===== src/rtl/core/biquad_pkg.sv =====
package biquad_pkg;

    // Field widths
    localparam int SAMPLE_WIDTH   = 24;
    localparam int COEF_FRAC_BITS = 16;
    localparam int COEF_WIDTH     = COEF_FRAC_BITS + 3;
    localparam int STATE_WIDTH    = 32;
    localparam int PROD_WIDTH     = COEF_WIDTH + STATE_WIDTH;
    // Three-term sum of products, or the scaled sample less two products; two guard bits.
    localparam int ACC_WIDTH      = PROD_WIDTH + 2;

    // Register indexes on the configuration port
    localparam int CFG_INDEX_WIDTH = 3;
    localparam logic [CFG_INDEX_WIDTH-1:0] REG_COEF_A  = 3'd0;
    localparam logic [CFG_INDEX_WIDTH-1:0] REG_COEF_A1 = 3'd1;
    localparam logic [CFG_INDEX_WIDTH-1:0] REG_COEF_A2 = 3'd2;
    localparam logic [CFG_INDEX_WIDTH-1:0] REG_COEF_B1 = 3'd3;
    localparam logic [CFG_INDEX_WIDTH-1:0] REG_COEF_B2 = 3'd4;

    localparam logic signed [COEF_WIDTH-1:0] COEF_A_RESET =
        COEF_WIDTH'(1) <<< COEF_FRAC_BITS;

    // Microcode fields
    localparam logic [1:0] DSEL_D0 = 2'd0;
    localparam logic [1:0] DSEL_D1 = 2'd1;
    localparam logic [1:0] DSEL_T  = 2'd2;

    localparam logic [2:0] ACC_HOLD    = 3'd0;
    localparam logic [2:0] ACC_LOAD    = 3'd1;  // scaled sample plus rounding half
    localparam logic [2:0] ACC_ADD     = 3'd2;
    localparam logic [2:0] ACC_SUB     = 3'd3;
    localparam logic [2:0] ACC_ROUND_T = 3'd4;  // capture t, restart with rounding half

    localparam logic [1:0] COND_NONE = 2'd0;
    localparam logic [1:0] COND_IN   = 2'd1;    // advance on an accepted input beat
    localparam logic [1:0] COND_OUT  = 2'd2;    // advance when the output register is free

    localparam int NUM_STEPS  = 9;
    localparam int STEP_WIDTH = $clog2(NUM_STEPS);
    localparam logic [STEP_WIDTH-1:0] FIRST_STEP = STEP_WIDTH'(0);
    localparam logic [STEP_WIDTH-1:0] LAST_STEP  = STEP_WIDTH'(NUM_STEPS - 1);

    typedef struct packed {
        logic [CFG_INDEX_WIDTH-1:0] coef_sel;
        logic [1:0]                 data_sel;
        logic [2:0]                 acc_op;
        logic [1:0]                 cond;
        logic                       finish;   // write result, shift delays, jump to start
    } ucode_t;

    // Program: feedback sum, round to t, feedforward sum, round to y.
    // The product of a step lands in the product register and is
    // accumulated by the next step.
    function automatic ucode_t ucode_rom(input logic [STEP_WIDTH-1:0] step);
        ucode_t w;
        w = '{coef_sel: REG_COEF_A, data_sel: DSEL_D0, acc_op: ACC_HOLD,
              cond: COND_NONE, finish: 1'b0};
        unique case (step)
            4'd0: begin
                w.coef_sel = REG_COEF_B1; w.data_sel = DSEL_D0;
                w.acc_op = ACC_LOAD; w.cond = COND_IN;
            end
            4'd1: begin
                w.coef_sel = REG_COEF_B2; w.data_sel = DSEL_D1; w.acc_op = ACC_SUB;
            end
            4'd2: w.acc_op = ACC_SUB;
            4'd3: w.acc_op = ACC_ROUND_T;
            4'd4: begin
                w.coef_sel = REG_COEF_A; w.data_sel = DSEL_T;
            end
            4'd5: begin
                w.coef_sel = REG_COEF_A1; w.data_sel = DSEL_D0; w.acc_op = ACC_ADD;
            end
            4'd6: begin
                w.coef_sel = REG_COEF_A2; w.data_sel = DSEL_D1; w.acc_op = ACC_ADD;
            end
            4'd7: w.acc_op = ACC_ADD;
            4'd8: begin
                w.cond = COND_OUT; w.finish = 1'b1;
            end
            default: ;
        endcase
        return w;
    endfunction

endpackage


===== src/rtl/core/second_order_iir_biquad.sv =====
// Channel   | Handshake                 | Payload
// ----------+---------------------------+----------------------------------------
// input     | s_valid / s_ready         | s_in_sample (24b signed)
// result    | m_valid / m_ready         | m_out_sample (24b signed), m_clipped
// config    | cfg_wr_en (no wait)       | cfg_index (3b), cfg_wdata (19b)
//
// One beat runs through the idle/accept step and eight further microcode steps that
// share a single 19x32 multiplier over the five products.
// The multiplier is followed by a product register, so each product is
// accumulated by the step after the one that issues it.
// A finished result waits in the output register; the next beat is accepted
// meanwhile and only the last step stalls if that register is still full.
// aresetn is synchronous, active low: coefficients return to a=1.0, others 0,
// delay state clears and the sequencer returns to its first step.
module second_order_iir_biquad
    import biquad_pkg::*;
(
    input  logic                              aclk,
    input  logic                              aresetn,
    input  logic                              s_valid,
    output logic                              s_ready,
    input  logic signed [SAMPLE_WIDTH-1:0]    s_in_sample,
    output logic                              m_valid,
    input  logic                              m_ready,
    output logic signed [SAMPLE_WIDTH-1:0]    m_out_sample,
    output logic                              m_clipped,
    input  logic                              cfg_wr_en,
    input  logic [CFG_INDEX_WIDTH-1:0]        cfg_index,
    input  logic [COEF_WIDTH-1:0]             cfg_wdata
);

    localparam logic signed [ACC_WIDTH-1:0] ROUND_HALF =
        ACC_WIDTH'(1) <<< (COEF_FRAC_BITS - 1);

    // Coefficient registers
    logic signed [COEF_WIDTH-1:0] coef_a_reg, coef_a1_reg, coef_a2_reg;
    logic signed [COEF_WIDTH-1:0] coef_b1_reg, coef_b2_reg;

    // Datapath registers
    logic signed [STATE_WIDTH-1:0]  d0_reg, d1_reg, t_reg;
    logic signed [PROD_WIDTH-1:0]   prod_reg;
    logic signed [ACC_WIDTH-1:0]    acc_reg, acc_next;
    logic                           clip_t_reg;
    logic signed [SAMPLE_WIDTH-1:0] out_sample_reg;
    logic                           out_clipped_reg;
    logic                           m_valid_reg, m_valid_next;

    // Sequencer
    logic [STEP_WIDTH-1:0] step_reg, step_next;
    ucode_t                uw;
    logic                  advance;

    logic signed [COEF_WIDTH-1:0]  coef_mux;
    logic signed [STATE_WIDTH-1:0] data_mux;
    logic signed [ACC_WIDTH-1:0]   prod_ext, sample_ext, acc_shift;
    logic                          t_ovf, y_ovf;
    logic signed [STATE_WIDTH-1:0] t_sat;
    logic signed [SAMPLE_WIDTH-1:0] y_sat;

    assign uw = ucode_rom(step_reg);

    // Step advance condition from the control word
    always_comb begin
        unique case (uw.cond)
            COND_IN:  advance = s_valid;
            COND_OUT: advance = !m_valid_reg || m_ready;
            default:  advance = 1'b1;
        endcase
    end

    assign s_ready = (uw.cond == COND_IN);
    assign m_valid = m_valid_reg;
    assign m_out_sample = out_sample_reg;
    assign m_clipped = out_clipped_reg;

    always_comb begin
        if (!advance) begin
            step_next = step_reg;
        end else if (uw.finish) begin
            step_next = FIRST_STEP;
        end else begin
            step_next = step_reg + STEP_WIDTH'(1);
        end
    end

    // Operand selection for the shared multiplier
    always_comb begin
        unique case (uw.coef_sel)
            REG_COEF_A:  coef_mux = coef_a_reg;
            REG_COEF_A1: coef_mux = coef_a1_reg;
            REG_COEF_A2: coef_mux = coef_a2_reg;
            REG_COEF_B1: coef_mux = coef_b1_reg;
            REG_COEF_B2: coef_mux = coef_b2_reg;
            default:     coef_mux = coef_a_reg;
        endcase
        unique case (uw.data_sel)
            DSEL_D1: data_mux = d1_reg;
            DSEL_T:  data_mux = t_reg;
            default: data_mux = d0_reg;
        endcase
    end

    assign prod_ext   = {{(ACC_WIDTH-PROD_WIDTH){prod_reg[PROD_WIDTH-1]}}, prod_reg};
    assign sample_ext = {{(ACC_WIDTH-SAMPLE_WIDTH-COEF_FRAC_BITS){s_in_sample[SAMPLE_WIDTH-1]}},
                         s_in_sample, COEF_FRAC_BITS'(0)};

    // Floor shift of the accumulator; the rounding half was preloaded.
    assign acc_shift = acc_reg >>> COEF_FRAC_BITS;

    // Overflow when the bits above the target sign bit disagree with it
    assign t_ovf = !((&acc_shift[ACC_WIDTH-1:STATE_WIDTH-1]) ||
                     !(|acc_shift[ACC_WIDTH-1:STATE_WIDTH-1]));
    assign y_ovf = !((&acc_shift[ACC_WIDTH-1:SAMPLE_WIDTH-1]) ||
                     !(|acc_shift[ACC_WIDTH-1:SAMPLE_WIDTH-1]));

    always_comb begin
        if (t_ovf) begin
            t_sat = {acc_shift[ACC_WIDTH-1], {(STATE_WIDTH-1){!acc_shift[ACC_WIDTH-1]}}};
        end else begin
            t_sat = acc_shift[STATE_WIDTH-1:0];
        end
        if (y_ovf) begin
            y_sat = {acc_shift[ACC_WIDTH-1], {(SAMPLE_WIDTH-1){!acc_shift[ACC_WIDTH-1]}}};
        end else begin
            y_sat = acc_shift[SAMPLE_WIDTH-1:0];
        end
    end

    always_comb begin
        acc_next = acc_reg;
        if (advance) begin
            unique case (uw.acc_op)
                ACC_LOAD:    acc_next = sample_ext + ROUND_HALF;
                ACC_ADD:     acc_next = acc_reg + prod_ext;
                ACC_SUB:     acc_next = acc_reg - prod_ext;
                ACC_ROUND_T: acc_next = ROUND_HALF;
                default:     acc_next = acc_reg;
            endcase
        end
    end

    always_comb begin
        if (advance && uw.finish) begin
            m_valid_next = 1'b1;
        end else if (m_ready) begin
            m_valid_next = 1'b0;
        end else begin
            m_valid_next = m_valid_reg;
        end
    end

    // Control and architectural state
    always_ff @(posedge aclk) begin
        if (!aresetn) begin
            step_reg    <= FIRST_STEP;
            m_valid_reg <= 1'b0;
            d0_reg      <= '0;
            d1_reg      <= '0;
            coef_a_reg  <= COEF_A_RESET;
            coef_a1_reg <= '0;
            coef_a2_reg <= '0;
            coef_b1_reg <= '0;
            coef_b2_reg <= '0;
        end else begin
            step_reg    <= step_next;
            m_valid_reg <= m_valid_next;
            if (advance && uw.finish) begin
                // shift the delay line
                d1_reg <= d0_reg;
                d0_reg <= t_reg;
            end
            if (cfg_wr_en) begin
                unique case (cfg_index)
                    REG_COEF_A:  coef_a_reg  <= cfg_wdata;
                    REG_COEF_A1: coef_a1_reg <= cfg_wdata;
                    REG_COEF_A2: coef_a2_reg <= cfg_wdata;
                    REG_COEF_B1: coef_b1_reg <= cfg_wdata;
                    REG_COEF_B2: coef_b2_reg <= cfg_wdata;
                    default: ;  // drop writes beyond the register list
                endcase
            end
        end
    end

    // Payload registers
    always_ff @(posedge aclk) begin
        prod_reg <= coef_mux * data_mux;
        acc_reg  <= acc_next;
        if (advance && uw.acc_op == ACC_ROUND_T) begin
            t_reg      <= t_sat;
            clip_t_reg <= t_ovf;
        end
        if (advance && uw.finish) begin
            out_sample_reg  <= y_sat;
            out_clipped_reg <= clip_t_reg || y_ovf;
        end
    end

`ifndef NO_ASSERTIONS
    a_step_range: assert property (@(posedge aclk) disable iff (!aresetn)
        step_reg <= LAST_STEP)
        else $error("sequencer step out of program range");

    a_accept_starts: assert property (@(posedge aclk) disable iff (!aresetn)
        s_valid && s_ready |=> step_reg == FIRST_STEP + STEP_WIDTH'(1))
        else $error("accepted beat did not start the program");

    a_result_from_last: assert property (@(posedge aclk) disable iff (!aresetn)
        $rose(m_valid) |-> $past(step_reg) == LAST_STEP)
        else $error("result raised outside the last step");

    a_stall_holds: assert property (@(posedge aclk) disable iff (!aresetn)
        step_reg == LAST_STEP && m_valid && !m_ready |=> step_reg == LAST_STEP)
        else $error("last step left while output register full");
`endif

endmodule


===== config.mk =====
export PLATFORM = sky130hd
export DESIGN_NAME = second_order_iir_biquad
export DESIGN_NICKNAME = d
export VERILOG_FILES = /design/src/rtl/core/biquad_pkg.sv /design/src/rtl/core/second_order_iir_biquad.sv
export SDC_FILE = /design/constraint.sdc
export NUM_CORES = 2
export LEC_CHECK = 0
export ABC_AREA = 1
export BUFFER_PORTS_ARGS = -buffer_cell sky130_fd_sc_hd__buf_2
export CAP_MARGIN = 0
export CORE_MARGIN = 5
export CORE_UTILIZATION = 59
export DETAILED_ROUTE_END_ITERATION = 7
export GPL_TIMING_DRIVEN = 0
export PLACE_DENSITY_LB_ADDON = 0.15
export SYNTH_ARGS = -nofsm -noshare
export SYNTH_HDL_FRONTEND = slang
export SYNTH_SLANG_ARGS = --single-unit

===== constraint.sdc =====
create_clock -name aclk -period 7 [get_ports aclk]
set_input_delay 0.7 -clock aclk [delete_from_list [all_inputs] [get_ports aclk]]
set_output_delay 0.7 -clock aclk [all_outputs]
set_load 0.02 [all_outputs]

==> metrics.txt <==
status=complete, but fails checks; violated checks=negative setup slack; DIE HEIGHT=267 um; register area=7650 um2; Bufs and invs on worst path=12; port bufs=76; post-synth top area cell=fa_1; Clock Latency Late Sink=0.56 ns; initial core utilization=59.5%; Worst path max stage delay=0.64 ns; Worst Tran Pin Value=1.29 ns; # setup viols final=37; largest net degree at the start of global routing=35; RD Place Congestion=1.03; die area=71500 um2; top post-synthesis cells by count=901 x nand2_1, 882 x inv_1, 858 x nor2_1; EDFF count, synth=111; fill count=5139; hold wc startpoint=s_in_sample[22]; Worst path slowest cell=fa_2; total global-route track usage=40.3%; # clock sinks=326; Cell variety after synth=50; Root Buffer=clkbuf_16; Final Hold Fails=0; register area share after synthesis=19.5%; antenna viol nets, final=0; core area=65700 um2; hold buffer count at cts=0; Top FF cell, synth=dfxtp_1; Rows=94; Clock Pin Slew Worst Setup and Hold Paths=0.06 ns; area of the multi-input gates=29600 um2; asr flop ratio synth=0%; per-cell routed wire length=23.6 um; vias in the first global route=35800; Post-Layout Cell Count=6246; die width=267 um; delay-heaviest family, CP=adder cells; clock skew=0.0249 ns; drt first-iter violations=3990; drt pass-1 iters=6; Net Count, Synth=5834; critical path launch point type=register; Avg Cell Area, Syn=7.84 um2; post-synthesis sequential element count=326; r2r startpoint=step_reg[0]; synth top area cells=fa_1 30%, dfxtp_1 11%, nand2_1 8.6%; Syn Inst Count=4992; # H-tree levels=2; Layout area overhead=20.9%; CTS tree=done; Final Max Slew Viols=0; Post-Syn Area=39100 um2; slew margin rel.=13.4%; Req. time, crit path=7.44 ns; crit path launch=step_reg[0]; worst-path fanout max=8; cell with the most instances after synthesis=nand2_1; RSZ-0062 raised after global routing=true; global route overflow=0; number of buffers created by CTS=34; crit share post-route=109%; Most common cell on crit path=fa_1; Post-route DRC=0; io pins=78; dpl cells=5937; vias per cell=5.86; share of post-route cells with drive strength above 1=17.7%; WS Path Type=reg2reg; maximum clock frequency=132 MHz; Final nets=6198; clock buffer depth=3; Final Routed Wirelength=147000 um; setup slack after layout=-0.599 ns; first-pass GRT wire length=218000 um; crit path capture type=register; vias after detailed routing=36600; max reg flops=53; Synth top area share=30.2%; Hold Path Class=in2reg; crit path time final=7.60 ns; critical path arrival=8.04 ns; HPWL after DPL=111000 um; YS warnings=0; initial antenna violation count=3; reg2reg setup slack=-0.60 ns; Max Cap Viol=0
[tightest hold or removal path: stages]
cell and delay [ns]:
buf_2 0.08, nand2_1 0.04, nand2_1 0.05
[per-stage QoR]
| step | util (%) | setup TNS [ns] | hold slack, ns | worst slack (ns) | cell area, um2 |
|---|---|---|---|---|---|
| after floorplan | - | 0 | 0.423 | 0.00141 | 39300 |
| after global placement | 62.0 | -147.33 | 0.431 | -2.39 | 40800 |
| after detailed placement | 62.2 | -81.85 | 0.435 | -2.23 | 40900 |
| after CTS | 70.3 | -12.37 | 0.427 | -0.528 | 46200 |
| after global routing | 71.9 | -23.56 | 0.443 | -0.800 | 47300 |
| final | 71.9 | -16.80 | 0.439 | -0.599 | 47300 |
[worst paths after layout]
| path | cells past startpoint | end |
|---|---|---|
| max | 34 | prod_reg[45] |
| min reg2reg | 2 | coef_b1_reg[8] |
| min | 3 | acc_reg[38] |
| max reg2reg | 34 | prod_reg[45] |
[repair_timing]
| item | CTS | global route |
|---|---|---|
| setup buffers | 188 | 55 |
| setup endpoints to repair | 45 | 40 |
| resized for setup | 591 | 176 |
| cloned | 6 | 1 |
| pin swaps | 158 | 125 |
[cell usage in the layout, fill, tap and decap left out, types with 29 or more instances in the layout]
cell type and n:
nand2_1 850, inv_1 830, nor2_1 797, fa_1 552
o21ai_0 314, dfxtp_1 211, buf_4 199, a21oi_1 143
ha_1 140, edfxtp_1 111, nand3_1 96, buf_2 82
clkbuf_1 73, ha_4 56, buf_6 54, xor2_1 54
o21ai_4 48, nand4_1 47, inv_2 45, clkbuf_16 44
nand2_2 41, nor2_2 39, fa_2 39, xnor2_1 34
buf_12 31, a221o_1 30, a21oi_2 29
[cell families after synthesis]
group                      synth area share, %
DFF                                       19.5
AOI/OAI and AO/OA                         10.1
and+or+nand+nor                           20.4
adders and majority gates                 36.6
buffers and inverters                     11.0
xor gates and xnor gates                  2.33
[metal layers]
metal | global-route usage (%) | share of wire [%] | up-vias
met2 | 61.4 | 44 | 2232
met5 | 0 | 0.021 | -
met1 | 53.8 | 38 | 17700
met3 | 11.4 | 12 | 500
met4 | 19.0 | 6.4 | 4
li1 | - | - | 16200
[cell type report]
class                      count  share of cell area, %
antenna                        1                0.00529
multi-input combinational   3587                   62.6
tap                          864                   2.29
clock buffer                  44                   2.03
sequential                   326                   16.2
buffer                       157                   2.93
clock inverter                17                  0.418
inverter                     922                   7.68
timing repair buffer         328                   5.93
Power is not shown: default switching activity piles up to over one toggle a cycle in this logic, so the estimate is an artifact.
